[config.mk]
export PLATFORM = sky130hd
export DESIGN_NAME = tga_rle_queue
export DESIGN_NICKNAME = d
export VERILOG_FILES = /design/src/hw/rtl/tga_rle_pkg.sv /design/src/hw/rtl/tga_rle_queue.sv
export SDC_FILE = /design/constraint.sdc
export NUM_CORES = 1
export LEC_CHECK = 0
export BUFFER_PORTS_ARGS = -buffer_cell sky130_fd_sc_hd__clkbuf_2
export CORE_ASPECT_RATIO = 2
export CORE_MARGIN = 3
export CORE_UTILIZATION = 53
export DETAILED_ROUTE_END_ITERATION = 10
export PLACE_DENSITY = 0.75
export SLEW_MARGIN = 20
export SYNTH_ARGS = -nofsm -noshare
export SYNTH_HDL_FRONTEND = slang
export SYNTH_SLANG_ARGS = --single-unit
[constraint.sdc]
create_clock -name clk -period 6.3 [get_ports clk]
set_input_delay 0.63 -clock clk [delete_from_list [all_inputs] [get_ports clk]]
set_output_delay 0.63 -clock clk [all_outputs]
set_load 0.02 [all_outputs]
[src/hw/rtl/tga_rle_pkg.sv]
// Shared types, constants and helper functions for the TGA run-length scanline encoder.
`default_nettype none

package tga_rle_pkg;

	// Largest packet, in pixels.
	localparam int MAX_PACKET_PIXELS = 128;

	// Pixel store geometry: one packet per bank, eight pixels per row.
	localparam int PIXEL_W   = 32;
	localparam int LANES     = 8;
	localparam int LANE_W    = $clog2(LANES);
	localparam int BUF_DEPTH = 128;
	localparam int POS_W     = $clog2(BUF_DEPTH);
	localparam int ROWS      = BUF_DEPTH / LANES;
	localparam int ROW_W     = $clog2(ROWS);
	localparam int COUNT_W   = 4;

	// Command queue between the front and the back.
	localparam int QUEUE_DEPTH = 4;
	localparam int QPTR_W      = $clog2(QUEUE_DEPTH);

	// Header codes.
	localparam logic [7:0] NO_PACKET  = 8'hFF;
	localparam logic [7:0] RUN_FLAG   = 8'h80;
	localparam logic [7:0] RUN_OF_TWO = 8'h81;
	localparam logic [7:0] MAX_COUNT  = 8'(MAX_PACKET_PIXELS);

	typedef logic [PIXEL_W-1:0] pixel_t;
	typedef logic [LANES-1:0][PIXEL_W-1:0] rle_row_t;

	typedef struct packed {
		pixel_t pixel;
		logic   end_of_line;
	} rle_item_t;

	typedef struct packed {
		logic               has_header;
		logic [7:0]         header;
		logic [COUNT_W-1:0] pixel_count;
		pixel_t             pixel_0;
		pixel_t             pixel_1;
		pixel_t             pixel_2;
		pixel_t             pixel_3;
		pixel_t             pixel_4;
		pixel_t             pixel_5;
		pixel_t             pixel_6;
		pixel_t             pixel_7;
		logic               final_result;
	} rle_result_t;

	// One packet to write out. A run carries its pixel; a raw packet names its bank.
	typedef struct packed {
		logic       valid;
		logic [7:0] header;
		pixel_t     pixel;
		logic       bank;
	} rle_cmd_t;

	// All packets that one input pixel writes out, oldest in cmd_a.
	typedef struct packed {
		rle_cmd_t cmd_a;
		rle_cmd_t cmd_b;
	} rle_entry_t;

	// Pixel store write request from the front.
	typedef struct packed {
		logic             en;
		logic             bank;
		logic [POS_W-1:0] pos;
		pixel_t           pixel;
	} rle_wr_t;

	// The back has read the last row of a bank.
	typedef struct packed {
		logic valid;
		logic bank;
	} rle_release_t;

	// Pixels in a packet with the given header.
	function automatic logic [7:0] pkt_count(input logic [7:0] hdr);
		pkt_count = {1'b0, hdr[6:0]} + 8'd1;
	endfunction

	// True when a packet with this header has reached the size limit.
	function automatic logic at_max(input logic [7:0] hdr);
		at_max = pkt_count(hdr) >= MAX_COUNT;
	endfunction

	function automatic logic is_run(input logic [7:0] hdr);
		is_run = (hdr & RUN_FLAG) != 8'd0;
	endfunction

endpackage

`default_nettype wire

[src/hw/rtl/tga_rle_queue.sv]
// Short queue of packet write requests between the front and the back.
`default_nettype none

module tga_rle_queue
	import tga_rle_pkg::*;
(
	input  wire logic       clk,
	input  wire logic       arst_n,
	input  wire logic       push,
	input  wire rle_entry_t entry,
	output logic            full,
	input  wire logic       pop,
	output rle_entry_t      head,
	output logic            empty
);

	rle_entry_t          entries_q [QUEUE_DEPTH];
	logic [QPTR_W-1:0]   wptr_q;
	logic [QPTR_W-1:0]   rptr_q;
	logic [QPTR_W:0]     count_q;

	assign full  = count_q == (QPTR_W+1)'(QUEUE_DEPTH);
	assign empty = count_q == '0;
	assign head  = entries_q[rptr_q];

	// Entry storage.
	always_ff @(posedge clk) begin
		if (push) begin
			entries_q[wptr_q] <= entry;
		end
	end

	// Pointers and fill count.
	always_ff @(posedge clk or negedge arst_n) begin
		if (!arst_n) begin
			wptr_q  <= '0;
			rptr_q  <= '0;
			count_q <= '0;
		end else begin
			if (push) begin
				wptr_q <= wptr_q + QPTR_W'(1);
			end
			if (pop) begin
				rptr_q <= rptr_q + QPTR_W'(1);
			end
			count_q <= count_q + (QPTR_W+1)'(push) - (QPTR_W+1)'(pop);
		end
	end

	a_no_overflow: assert property (@(posedge clk) disable iff (!arst_n)
		push |-> (!full || pop))
		else $error("request queue overflow");

endmodule

`default_nettype wire

### Yosys cells after proc, flatten, opt, wreduce, memory -nomap -nowiden

Memories as Yosys holds them, arrays and structs flattened.
Index checks and enable logic that the tools add are counted.

* $add $sub $neg: 4
* equal/unequal tests: 1
* multiplexer cells: 2
* reductions and logical operators: 1

Operators with widths (count)
* adder 2 x 1 -> 2 bit, second input constant: 2
* adder 3 x 1 -> 3 bit: 1
* == test 3 bit, second input constant: 1
* logical NOT 3 bit: 1
* subtractor 3 x 1 -> 3 bit: 1
* 2-to-1 mux 1 bit: 2

* bits in registers: 7
* bits in writable memories: 336
* input port bits: 88
* output and inout bits: 86
* memories kept: 1

Memories
* entries_q: depth 4, width 84, rd ports 1, clocked after memory_dff 0, wr ports 1, RTL line tga_rle_queue.sv:17 `rle_entry_t entries_q [QUEUE_DEPTH];`

### Longest topological paths before layout

* depth after elaboration: 2
* gate-level depth with buffers: 7

### Worst setup path after synthesis

OpenSTA, ideal clock, no wires.

* path kind: input-to-reg
* start: input port push
* end: memory entries_q[0][0] in the netlist's numbering, enable pin
* arrival: 2582 ps
* data required time: 5849 ps
* slack: 3266 ps
* stages: 1
* path buffers: 0
* cells stage by stage: and2_1

* longest elaborated chain between the ends: 2

RTL lines
* start, declared: RTL line tga_rle_queue.sv:9 `input wire logic push,`
* 2-to-1 mux 1 bit: RTL line tga_rle_queue.sv:28 `if (push) begin`
* 2-to-1 mux 1 bit (not written as such): RTL line tga_rle_queue.sv:29 `entries_q[wptr_q] <= entry;`
* end, declared: RTL line tga_rle_queue.sv:17

No other way between the ends.

==> results_dict.tcl <==
set metrics [dict create \
    startpoint_type "flop" \
    num_io_pins 174 \
    cp_data_required_time_ns 5.67 \
    setup_ws_ns 2.865 \
    post_cts_buffers 0 \
    hp-class "input port to flop" \
    grt_antenna_before_repair 4 \
    layout.cells.non_filler 975 \
    p_leak_nw 5.044 \
    synth_common_cells "336 x edfxtp_1, 84 x mux4_2, 7 x dfrtp_1" \
    syn_nets 568 \
    p_seq_share_pct 45.2 \
    die-area_um2 25670 \
    ctsHtreeMaxLevel 1 \
    ant_nets 0 \
    maxCapViolations 0 \
    routed_wl_mm 22.97 \
    yosysMostFrequentCell "edfxtp_1" \
    initialDrtViolationCount 372 \
    path_class "flop to primary output" \
    hold_slack_ns 0.3000 \
    synth_area_leaders "edfxtp_1 80%, mux4_2 15%, dfrtp_1 1.4%" \
    place_inst 917 \
    numCtsBuffers 29 \
    power.switching_mw 2.202 \
    pwr-share-clk_pct 24.5 \
    drive_above_1_share_pct 45.35 \
    rows 79 \
    crit_fanout 35 \
    tightest_slew_ns 1.092 \
    via_per_inst 5.633 \
    path_clk_slew_ns 0.07 \
    root_buffer "clkbuf_16" \
    wl_per_cell_um 23.55 \
    fin_nets 761 \
    clockBufferDepth 3 \
    clock.fmax_mhz 291.1 \
    clkLatencyLatePin_ns 0.54 \
    hpwl_mm 14.27 \
    place_area_um2 13660 \
    post-route-period-util_pct 54.52 \
    hold_buffers 1 \
    vias 5492 \
    max_slew_margin_pct 27.21 \
    finalSetupViolCount 0 \
    hold_viol 0 \
    netlist_instances 473 \
    fin_crit_ns 3.435 \
    synthToLayoutAreaGrowth_pct 16.30 \
    track_usage_pct 18.14 \
    status "completed" \
    drv_slew 0 \
    power_density_nw_per_um2 481.3 \
    place.gp.congestion 0.7033 \
    yosysUniqueCellTypes 18 \
    peakVddDrop_v 0.0004779 \
    synth_top_cell_by_area "edfxtp_1" \
    grt_pass1_vias 6329 \
    die_w_um 114.8 \
    seq_area_frac_synth_pct 81.79 \
    yosys.area.top_type_share_pct 80.40 \
    async_reset_ff_share_pct 2.041 \
    synth_area_um2 12550 \
    combinationalPowerShare_pct 30.3 \
    dr.pass1.iters 4 \
    die_h_um 223.6 \
    worstPathArrival_ns 2.80 \
    p_int_mw 4.823 \
    clock_sinks 343 \
    ys.flop_type "edfxtp_1" \
    drc_errors 0 \
    cts_resized 0 \
    post-place-ws_ns 3.333 \
    ys_seq_elements 343 \
    fin_setup_tns_ns 0 \
    netSwitchingFraction_pct 31.34 \
    syn_area_per_cell_um2 26.53 \
    portBuffers 173 \
    grt_start_max_net_pins 73 \
    crit_path_end_kind "primary output" \
    grt-ovfl-total 0 \
    fin_area_um2 14600 \
    start_util_pct 53.80 \
    grt_first_pass_wirelength_mm 34.87 \
    core_area_um2 23330 \
    yosys_warnings 0 \
    synth_edf_count 336 \
    skew_ns 0.009412 \
    rsz0062_at_grt "false" \
    cts_tree "done" \
]
layout make-up:
class,count,area (um^2)
Antenna cell,4,10.01
Clock buffer,31,733.2
Clock inverter,22,185.2
Fill cell,1607,8732
Inverter,6,22.52
Multi-Input combinational cell,105,2090
Sequential cell,343,10270
Tap cell,283,354.1
Timing Repair Buffer,181,928.4
final timing paths:
kind	slack [ns]	to	start	cells past startpoint
worst min-delay path	0.30	entries_q[3][27]	entry[27]	1
worst min register to register	0.54	wptr_q[0]	wptr_q[0]	1
max in group asynchronous	5.64	rptr_q[0]	arst_n	2
min in group asynchronous	0.47	count_q[0]	arst_n	2
worst max register to register	3.99	entries_q[0][38]	wptr_q[0]	4
worst max-delay path	2.87	head[17]	rptr_q[0]	3
cells by family after synthesis:
| kind of cell | synth area share, % |
|---|---|
| AO/OA/AOI/OAI | 0.03984 |
| XOR/XNOR | 0.3490 |
| adder cells (fa/ha/maj) | 0.7577 |
| buffers and inverters | 1.635 |
| flip-flops | 81.79 |
| multiplexers | 15.07 |
| AND/OR/NAND/NOR | 0.3489 |
registers in the layout, summed over array words and instances, names as in the netlist:
name       cells
entries_q    336
wptr_q         2
count_q        3
rptr_q         2
routing by layer:
metal | wire length (um) | vias to the layer above | track usage [%]
met3 | 1018 | 48 | 3.163
met4 | 891 | 0 | 8.378
met1 | 7769 | 2875 | 19.32
met2 | 13290 | 155 | 34.03
met5 | 0 | - | 0
li1 | - | 2414 | -
power groups by stage:
stage / Clock (mW) / Combinational [mW] / Sequential, mW
after floorplan: 0 / 1.66 / 3.12
after global placement: 0 / 2.16 / 3.20
after detailed placement: 0 / 2.18 / 3.24
after CTS: 1.77 / 2.19 / 3.19
after global routing: 1.84 / 2.28 / 3.22
final: 1.72 / 2.13 / 3.17
worst max-delay path, cell delays in order (launching register included):
cell and delay, ns:
dfrtp_4 0.76, buf_4 0.64, mux4_2 0.62, clkbuf_2 0.18
layout by cell type (no fill, tap or decap):
cell type,n
clkbuf_2,173
diode_2,4
xnor2_1,3
xor2_1,2
clkbuf_16,29
nand2_1,2
bufinv_16,3
and3_1,1
inv_1,6
clkbuf_1,2
inv_6,2
edfxtp_1,336
ha_1,6
clkinv_4,1
clkinv_1,9
nor3_1,1
buf_4,7
fa_1,1
mux4_2,84
clkinv_2,7
dfrtp_1,5
o21ai_0,1
and2_4,4
dfrtp_4,2
dlygate4sd3_1,1
through the flow:
step	power (mW)	util, %
6_report	7.024	62.57
5_1_grt	7.345	62.57
4_1_cts	7.143	62.52
3_5_place_dp	5.418	58.54
3_3_place_gp	5.357	58.54
2_1_floorplan	4.783	-
No activity file was read; power rests on OpenSTA's default activity.
