[config.mk]
export PLATFORM = sky130hd
export DESIGN_NAME = tga_rle_front
export DESIGN_NICKNAME = d
export VERILOG_FILES = /design/src/hw/rtl/tga_rle_pkg.sv /design/src/hw/rtl/tga_rle_front.sv
export SDC_FILE = /design/constraint.sdc
export NUM_CORES = 1
export LEC_CHECK = 0
export BUFFER_PORTS_ARGS = -buffer_cell sky130_fd_sc_hd__buf_2
export CORE_UTILIZATION = 40
export CTS_BUF_LIST = sky130_fd_sc_hd__clkbuf_4
export DETAILED_ROUTE_END_ITERATION = 8
export PLACE_DENSITY = 0.69
export SYNTH_ARGS = -nofsm -noshare
export SYNTH_HDL_FRONTEND = slang
export SYNTH_SLANG_ARGS = --single-unit
[constraint.sdc]
create_clock -name clk -period 9.13 [get_ports clk]
set_input_delay 0.913 -clock clk [delete_from_list [all_inputs] [get_ports clk]]
set_output_delay 0.913 -clock clk [all_outputs]
set_load 0.02 [all_outputs]
[src/hw/rtl/tga_rle_pkg.sv]
// Shared types, constants and helper functions for the TGA run-length scanline encoder.
`default_nettype none

package tga_rle_pkg;

	// Largest packet, in pixels.
	localparam int MAX_PACKET_PIXELS = 128;

	// Pixel store geometry: one packet per bank, eight pixels per row.
	localparam int PIXEL_W   = 32;
	localparam int LANES     = 8;
	localparam int LANE_W    = $clog2(LANES);
	localparam int BUF_DEPTH = 128;
	localparam int POS_W     = $clog2(BUF_DEPTH);
	localparam int ROWS      = BUF_DEPTH / LANES;
	localparam int ROW_W     = $clog2(ROWS);
	localparam int COUNT_W   = 4;

	// Command queue between the front and the back.
	localparam int QUEUE_DEPTH = 4;
	localparam int QPTR_W      = $clog2(QUEUE_DEPTH);

	// Header codes.
	localparam logic [7:0] NO_PACKET  = 8'hFF;
	localparam logic [7:0] RUN_FLAG   = 8'h80;
	localparam logic [7:0] RUN_OF_TWO = 8'h81;
	localparam logic [7:0] MAX_COUNT  = 8'(MAX_PACKET_PIXELS);

	typedef logic [PIXEL_W-1:0] pixel_t;
	typedef logic [LANES-1:0][PIXEL_W-1:0] rle_row_t;

	typedef struct packed {
		pixel_t pixel;
		logic   end_of_line;
	} rle_item_t;

	typedef struct packed {
		logic               has_header;
		logic [7:0]         header;
		logic [COUNT_W-1:0] pixel_count;
		pixel_t             pixel_0;
		pixel_t             pixel_1;
		pixel_t             pixel_2;
		pixel_t             pixel_3;
		pixel_t             pixel_4;
		pixel_t             pixel_5;
		pixel_t             pixel_6;
		pixel_t             pixel_7;
		logic               final_result;
	} rle_result_t;

	// One packet to write out. A run carries its pixel; a raw packet names its bank.
	typedef struct packed {
		logic       valid;
		logic [7:0] header;
		pixel_t     pixel;
		logic       bank;
	} rle_cmd_t;

	// All packets that one input pixel writes out, oldest in cmd_a.
	typedef struct packed {
		rle_cmd_t cmd_a;
		rle_cmd_t cmd_b;
	} rle_entry_t;

	// Pixel store write request from the front.
	typedef struct packed {
		logic             en;
		logic             bank;
		logic [POS_W-1:0] pos;
		pixel_t           pixel;
	} rle_wr_t;

	// The back has read the last row of a bank.
	typedef struct packed {
		logic valid;
		logic bank;
	} rle_release_t;

	// Pixels in a packet with the given header.
	function automatic logic [7:0] pkt_count(input logic [7:0] hdr);
		pkt_count = {1'b0, hdr[6:0]} + 8'd1;
	endfunction

	// True when a packet with this header has reached the size limit.
	function automatic logic at_max(input logic [7:0] hdr);
		at_max = pkt_count(hdr) >= MAX_COUNT;
	endfunction

	function automatic logic is_run(input logic [7:0] hdr);
		is_run = (hdr & RUN_FLAG) != 8'd0;
	endfunction

endpackage

`default_nettype wire

[src/hw/rtl/tga_rle_front.sv]
// Front of the encoder: classifies each pixel, tracks the open packet and queues packet writes.
`default_nettype none

module tga_rle_front
	import tga_rle_pkg::*;
(
	input  wire logic         clk,
	input  wire logic         arst_n,
	input  wire logic         push,
	output logic              full,
	input  wire rle_item_t    item,
	output logic              q_push,
	output rle_entry_t        q_entry,
	input  wire logic         q_full,
	output rle_wr_t           wr,
	input  wire rle_release_t rel
);

	logic [7:0] hdr_q;
	pixel_t     prev_q;
	logic       bank_q;
	logic [1:0] busy_q;

	logic       accept;
	logic       same;
	logic [7:0] hdr_n;
	pixel_t     prev_n;
	logic       bank_n;
	rle_wr_t    wr_c;
	rle_cmd_t   cmd_a;
	rle_cmd_t   cmd_b;
	rle_cmd_t   cmd_e;
	rle_cmd_t   slot_a;
	rle_cmd_t   slot_b;
	logic [1:0] busy_n;

	function automatic rle_cmd_t make_cmd(input logic [7:0] hdr, input pixel_t pix,
		input logic bank);
		rle_cmd_t c;
		c.valid  = 1'b1;
		c.header = hdr;
		c.pixel  = pix;
		c.bank   = bank;
		make_cmd = c;
	endfunction

	// A new raw packet always opens in the other bank, so that bank must be drained.
	assign full   = q_full || busy_q[~bank_q];
	assign accept = push && !full;
	assign same   = item.pixel == prev_q;

	// Packet state transition for one pixel.
	always_comb begin
		cmd_a     = '0;
		cmd_b     = '0;
		cmd_e     = '0;
		hdr_n     = hdr_q;
		bank_n    = bank_q;
		prev_n    = item.pixel;
		wr_c      = '0;
		wr_c.pixel = item.pixel;
		wr_c.bank  = bank_q;
		if (hdr_q == NO_PACKET) begin
			hdr_n     = 8'd0;
			bank_n    = ~bank_q;
			wr_c.en   = 1'b1;
			wr_c.bank = ~bank_q;
			wr_c.pos  = '0;
		end else if (is_run(hdr_q)) begin
			if (same) begin
				hdr_n = hdr_q + 8'd1;
				if (at_max(hdr_n)) begin
					cmd_a = make_cmd(hdr_n, item.pixel, bank_q);
					hdr_n = NO_PACKET;
				end
			end else begin
				cmd_a     = make_cmd(hdr_q, prev_q, bank_q);
				hdr_n     = 8'd0;
				bank_n    = ~bank_q;
				wr_c.en   = 1'b1;
				wr_c.bank = ~bank_q;
				wr_c.pos  = '0;
			end
		end else if (hdr_q != 8'd0) begin
			if (same) begin
				// The raw packet gives its last pixel to a new two-pixel run.
				cmd_a = make_cmd(hdr_q - 8'd1, prev_q, bank_q);
				hdr_n = RUN_OF_TWO;
				if (at_max(RUN_OF_TWO)) begin
					cmd_b = make_cmd(RUN_OF_TWO, item.pixel, bank_q);
					hdr_n = NO_PACKET;
				end
			end else if (at_max(hdr_q)) begin
				cmd_a     = make_cmd(hdr_q, prev_q, bank_q);
				hdr_n     = 8'd0;
				bank_n    = ~bank_q;
				wr_c.en   = 1'b1;
				wr_c.bank = ~bank_q;
				wr_c.pos  = '0;
			end else begin
				hdr_n    = hdr_q + 8'd1;
				wr_c.en  = 1'b1;
				wr_c.pos = hdr_n[POS_W-1:0];
			end
		end else begin
			if (same) begin
				hdr_n = RUN_OF_TWO;
				if (at_max(RUN_OF_TWO)) begin
					cmd_a = make_cmd(RUN_OF_TWO, item.pixel, bank_q);
					hdr_n = NO_PACKET;
				end
			end else begin
				hdr_n    = 8'd1;
				wr_c.en  = 1'b1;
				wr_c.pos = POS_W'(1);
			end
		end
		// End of line flushes whatever is still open.
		if (item.end_of_line) begin
			if (hdr_n != NO_PACKET) begin
				cmd_e = make_cmd(hdr_n, item.pixel, bank_n);
			end
			hdr_n  = NO_PACKET;
			prev_n = '0;
		end
	end

	// Pack the packet writes of this pixel, oldest first.
	always_comb begin
		if (cmd_a.valid) begin
			slot_a = cmd_a;
			slot_b = cmd_b.valid ? cmd_b : cmd_e;
		end else if (cmd_b.valid) begin
			slot_a = cmd_b;
			slot_b = cmd_e;
		end else begin
			slot_a = cmd_e;
			slot_b = '0;
		end
	end

	assign q_entry.cmd_a = slot_a;
	assign q_entry.cmd_b = slot_b;
	assign q_push        = accept && slot_a.valid;

	always_comb begin
		wr    = wr_c;
		wr.en = accept && wr_c.en;
	end

	// A bank is busy from the request that writes its packet out until its last row is read.
	always_comb begin
		busy_n = busy_q;
		if (rel.valid) begin
			busy_n[rel.bank] = 1'b0;
		end
		if (accept && slot_a.valid && !is_run(slot_a.header)) begin
			busy_n[slot_a.bank] = 1'b1;
		end
		if (accept && slot_b.valid && !is_run(slot_b.header)) begin
			busy_n[slot_b.bank] = 1'b1;
		end
	end

	// Packet state registers.
	always_ff @(posedge clk or negedge arst_n) begin
		if (!arst_n) begin
			hdr_q  <= NO_PACKET;
			prev_q <= '0;
			bank_q <= 1'b0;
			busy_q <= '0;
		end else begin
			busy_q <= busy_n;
			if (accept) begin
				hdr_q  <= hdr_n;
				prev_q <= prev_n;
				bank_q <= bank_n;
			end
		end
	end

	a_write_free_bank: assert property (@(posedge clk) disable iff (!arst_n)
		wr.en |-> !busy_q[wr.bank])
		else $error("pixel written into a bank that is still being read");

	a_release_busy: assert property (@(posedge clk) disable iff (!arst_n)
		rel.valid |-> busy_q[rel.bank])
		else $error("release of a bank that was not busy");

endmodule

`default_nettype wire

Word level (Yosys, flattened, before mapping)

Index checks and enable logic that the tools add are counted.

Register bits after elaboration: 43

Add/subtract/negate cells: 4
Magnitude comparators: 9
Eq/ne operators: 3
Mux-type cells: 48
Bitwise logic cells: 5
Reduce and logical (&&, ||, !) cells: 14

Operators by type and width:

| cell                  | count |
|---|---|
| $mux W42              | 11 |
| $mux W8               | 9 |
| $mux W9               | 4 |
| $eq A32 B32 Y1        | 1 |
| $mux W32              | 1 |
| $add A7 B1 Y8 const B | 2 |
| $ge A8 B8 Y1 const B  | 2 |
| $mux W1               | 15 |
| $mux W7               | 2 |
| $logic_and A1 B1 Y1   | 9 |
| $add A8 B1 Y8 const B | 1 |
| $eq A8 B8 Y1 const B  | 1 |
| $lt A1 B2 Y1 const B  | 4 |
| $ne A8 B8 Y1 const B  | 1 |
| $reduce_bool A8 Y1    | 1 |
| $sub A8 B1 Y8 const B | 1 |
| $mux W2               | 3 |
| $or A2 B2 Y2          | 2 |
| $demux W1 S1          | 3 |
| $ge A1 B1 Y1 const B  | 3 |
| $logic_not A1 Y1      | 3 |
| $and A2 B2 Y2         | 1 |
| $not A2 Y2            | 1 |
| $logic_or A1 B1 Y1    | 1 |
| $not A1 Y1            | 1 |

Logic depth before layout (Yosys ltp)

Depth after elaboration: 19
Gate-level depth with buffers: 12
Depth with buffers taken out: 11

Least setup slack after synthesis

Ideal clock, no wire load.

Kind: in2out
Start: input item[25] (netlist bit)
End: output q_entry[53] (netlist bit)
Arrival time: 3145 ps
Required time: 8217 ps
Path slack: 5072 ps
Stages on the path: 10
Cell sequence: xor2_1 > nor4_1 > nand4_2 > nor2_4 > mux2i_2 > or4b_1 > buf_6 > buf_6 > mux2i_1 > nor2_1

RTL lines:

| what               | RTL line            | text |
|---|---|---|
| start: declaration | tga_rle_front.sv:11 | `input wire rle_item_t item,` |
| end: declaration   | tga_rle_front.sv:13 | `output rle_entry_t q_entry,` |

==> results.txt <==
The placement-stage cell area is 4490 um2. The final-layout worst hold slack came out at 517 ps. The critical path is of the input port to primary output type. The setup fix buffers added after clock tree synthesis is 0. Sorting the synthesized cells by how often they occur yields nand2_1, o21ai_0, nor2_1.

The via count of the first global-routing pass was 3385. Input and output buffers added on the ports amount to 159. The clock transition at the register clock pins on the worst setup and hold paths after CTS came out at 130 ps. The number of standard-cell rows in the floorplan is 35. The hold-fix buffer count after cts came out at 0. The type of the most critical hold path is register to register. The max-capacitance violation count came out at 0. Power spread over the standard cell area amounts to 316 nW/um2. The cell count of the worst reg-to-reg path came out at 8.

The nature of the critical path endpoint is a primary output. The synthesized area per cell came out at 7.70 um2. The total grt overflow came out at 0.

For this design the static power due to leakage is 2.36 nW. The first-pass iteration count of the detailed router is 4. After synthesis, the share of flip-flops with an asynchronous set or reset is 1.00. Yosys printed 0 warnings. For this block, the routed nets add up to 11300 um of wire. The maximum count of clock buffers along a single path came out at 2. The share of synthesized area in the top cell type comes to 0.223. The diode insertion count for antenna repair is 0. Counting every sink on the clock net gives 43.

The wire length per cell is 15.2 um. The die is 101 um tall. Counting every instance in the synthesized netlist gives 510. The number of gates given a new drive strength after cts is 0.

The iteration-0 DRC count of the detailed router is 113. Detailed placement ended at an HPWL of 8390 um. From left edge to right edge, the die measures 101 um. At the worst endpoint, the arrival time is 4280 ps.

The number of vias after detailed routing is 3801. The part of the cycle the worst path needs is 0.569. Once routing completed, OpenROAD measured the worst setup slack at 3940 ps. The worst path needs 5190 ps of the cycle, external delays included. In this run the most critical hold path is launched from busy_q[0]. The sum of negative setup slack is 0 ps. The highest net fanout along the worst path is 30. The number of CTS-inserted buffers is 5. The first-pass GRT wire length is 17600 um. Among all flip-flop cells after synthesis, the most frequent one is dfrtp_1. The cell sitting at the root of the clock tree is a clkbuf_4. Setup repair after global routing left no endpoint under its margin. Across the routed clock network, the largest skew measured is 6.03 ps. For the pin with the worst max-slew slack, the measured transition is 1150 ps. Across the VDD grid, the largest voltage drop is 171 uV. The clock latency at the later pin of the worst-skew pair came out at 360 ps.

The area overhead of the layout relative to synthesis is 17.0%. Entering global routing, the biggest net connects 84 pins. The final cell area excluding filler cells came out at 4600 um2. Of the cells placed in the final design, the portion with a size suffix greater than 1 is 0.303.

Before CTS, the worst setup slack after placement is 3930 ps. The portion of the post-synthesis area used by sequential elements came out at 0.276. The worst register-to-register path begins at prev_q[24]. The number of failing hold endpoints at the final stage is 0. The maximum clock frequency came out at 0.193 GHz.

The total standard cell area after synthesis is 3930 um2. The number of nets in the layout is 659. The number of stages on the worst hold path is 2. The flow ran to the end, and the final reports show no timing, DRC or antenna violations. The residual antenna-violating net count after detailed routing is 0. The endpoint identified for the worst register-to-register timing path is busy_q[1]. The dominant cell by count in the synthesized netlist is nand2_1.

The global-route total usage across every layer came out at 0.219. The number of levels in the clock H-tree came out at 2. The effective utilization at floorplan came out at 0.419. Across all register-to-register paths, the minimum setup slack is 5190 ps. The post-synthesis cell type with the largest combined area is dfrtp_1. The count of fill cells added during filler insertion is 918. By area the synthesized netlist is led by dfrtp_1, nand2_1, buf_4.

The number of distinct library cells after synthesis came out at 55. The vias per cell is 5.12. The initial antenna violation count came out at 0. The TritonCTS clock tree is done. Data on the critical path is required at its endpoint by 8220 ps. The number of enable-type register cells in the synthesized netlist came out at 0.

The type of element launching the critical path is an input port. The routability-driven placement congestion ratio came out at 0.847. The number of primary I/O pins came out at 166. The post-synthesis register bit count came out at 43. The full die area is 10200 um2. The total DRC errors in the routed layout came out at 0. The total count of max-transition violations in the final report came out at 0. Setup violations remaining at the end of the flow were counted as 0.

The core region is 9370 um2. The worst hold path terminates at busy_q[0]. The worst pin sits at a relative slew slack of 0.235.
cell type report:
class	instances	area, um2	area share
multi-input combinational	390	2390	0.519
timing repair buffer	162	818	0.178
clock inverter	2	60.1	0.0131
sequential	43	1090	0.236
tap	129	161	0.0351
clock buffer	6	45.0	0.00980
inverter	11	41.3	0.00898
worst max-delay path: stages:
cell	delay, ps
buf_2	130
xor2_1	150
nor4_1	440
nand4_2	340
nor2_4	510
mux2i_2	450
o31a_1	960
nor2_1	140
buf_2	210
flip-flops by register name, indices dropped and copies added, names as in the netlist:
signal	cells
busy_q	2
hdr_q	8
prev_q	32
bank_q	1
per-layer routing:
| metal | track usage | share of wire | routed length [um] |
|---|---|---|---|
| met1 | 0.298 | 0.46 | 5190 |
| met2 | 0.373 | 0.48 | 5380 |
| met3 | 0.0236 | 0.048 | 543 |
| met4 | 0.0535 | 0.013 | 145 |
| met5 | 0 | 0 | 0 |
where the power goes:
part           switching, mW  total (mW)  internal (mW)
logic                  0.590       0.917          0.327
clock network         0.0665       0.155         0.0884
registers              0.104       0.380          0.276
cell families after synthesis:
family	after synthesis	synth area share
AND/OR/NAND/NOR	201	0.248
adder cells (fa/ha/maj)	7	0.0223
buffers and inverters	82	0.122
other	1	0.000954
multiplexers	27	0.0697
XOR/XNOR	37	0.0825
AO/OA/AOI/OAI	112	0.179
flip-flops	43	0.276
metrics by stage:
step | instances | utilization | power (mW)
after floorplan | 515 | - | 1.04
after global placement | 735 | 0.479 | 1.29
final | 743 | 0.491 | 1.45
after CTS | 743 | 0.491 | 1.46
after detailed placement | 735 | 0.479 | 1.30
after global routing | 743 | 0.491 | 1.57
cell usage in the layout, fill, tap and decap left out, types with 2 or more instances in the layout:
cell | synthesis | final
buf_2 | 1 | 159
nand2_1 | 80 | 79
o21ai_0 | 55 | 55
nor2_1 | 43 | 43
and2_1 | 35 | 35
dfrtp_1 | 35 | 35
xor2_1 | 33 | 33
mux2i_1 | 26 | 26
inv_1 | 10 | 10
nor4_1 | 9 | 9
a21oi_1 | 8 | 8
a22o_1 | 8 | 8
dfstp_2 | 8 | 8
nand3_1 | 7 | 7
ha_1 | 7 | 7
nor3_1 | 6 | 6
conb_1 | 1 | 6
clkbuf_4 | 0 | 6
o211ai_1 | 5 | 5
a211oi_1 | 5 | 5
a22oi_1 | 5 | 5
nand4_1 | 4 | 4
xnor2_1 | 4 | 4
nor2b_1 | 4 | 4
a31oi_1 | 4 | 4
o22ai_1 | 3 | 3
a21boi_0 | 3 | 3
nand2b_1 | 3 | 3
buf_4 | 39 | 3
nor3_2 | 2 | 2
o41ai_1 | 2 | 2
o21a_1 | 2 | 2
bufinv_16 | 0 | 2
how the worst max path moves through the flow:
stage	slack, ps	end	from
6_report	3940	q_entry[55]	item[25]
3_5_place_dp	3930	q_entry[53]	item[25]
5_1_grt	3610	q_entry[72]	item[25]
3_3_place_gp	4050	q_entry[43]	item[29]
2_1_floorplan	5070	q_entry[53]	item[25]
4_1_cts	3900	q_entry[53]	item[25]
Power figures use the tool's default switching activity.
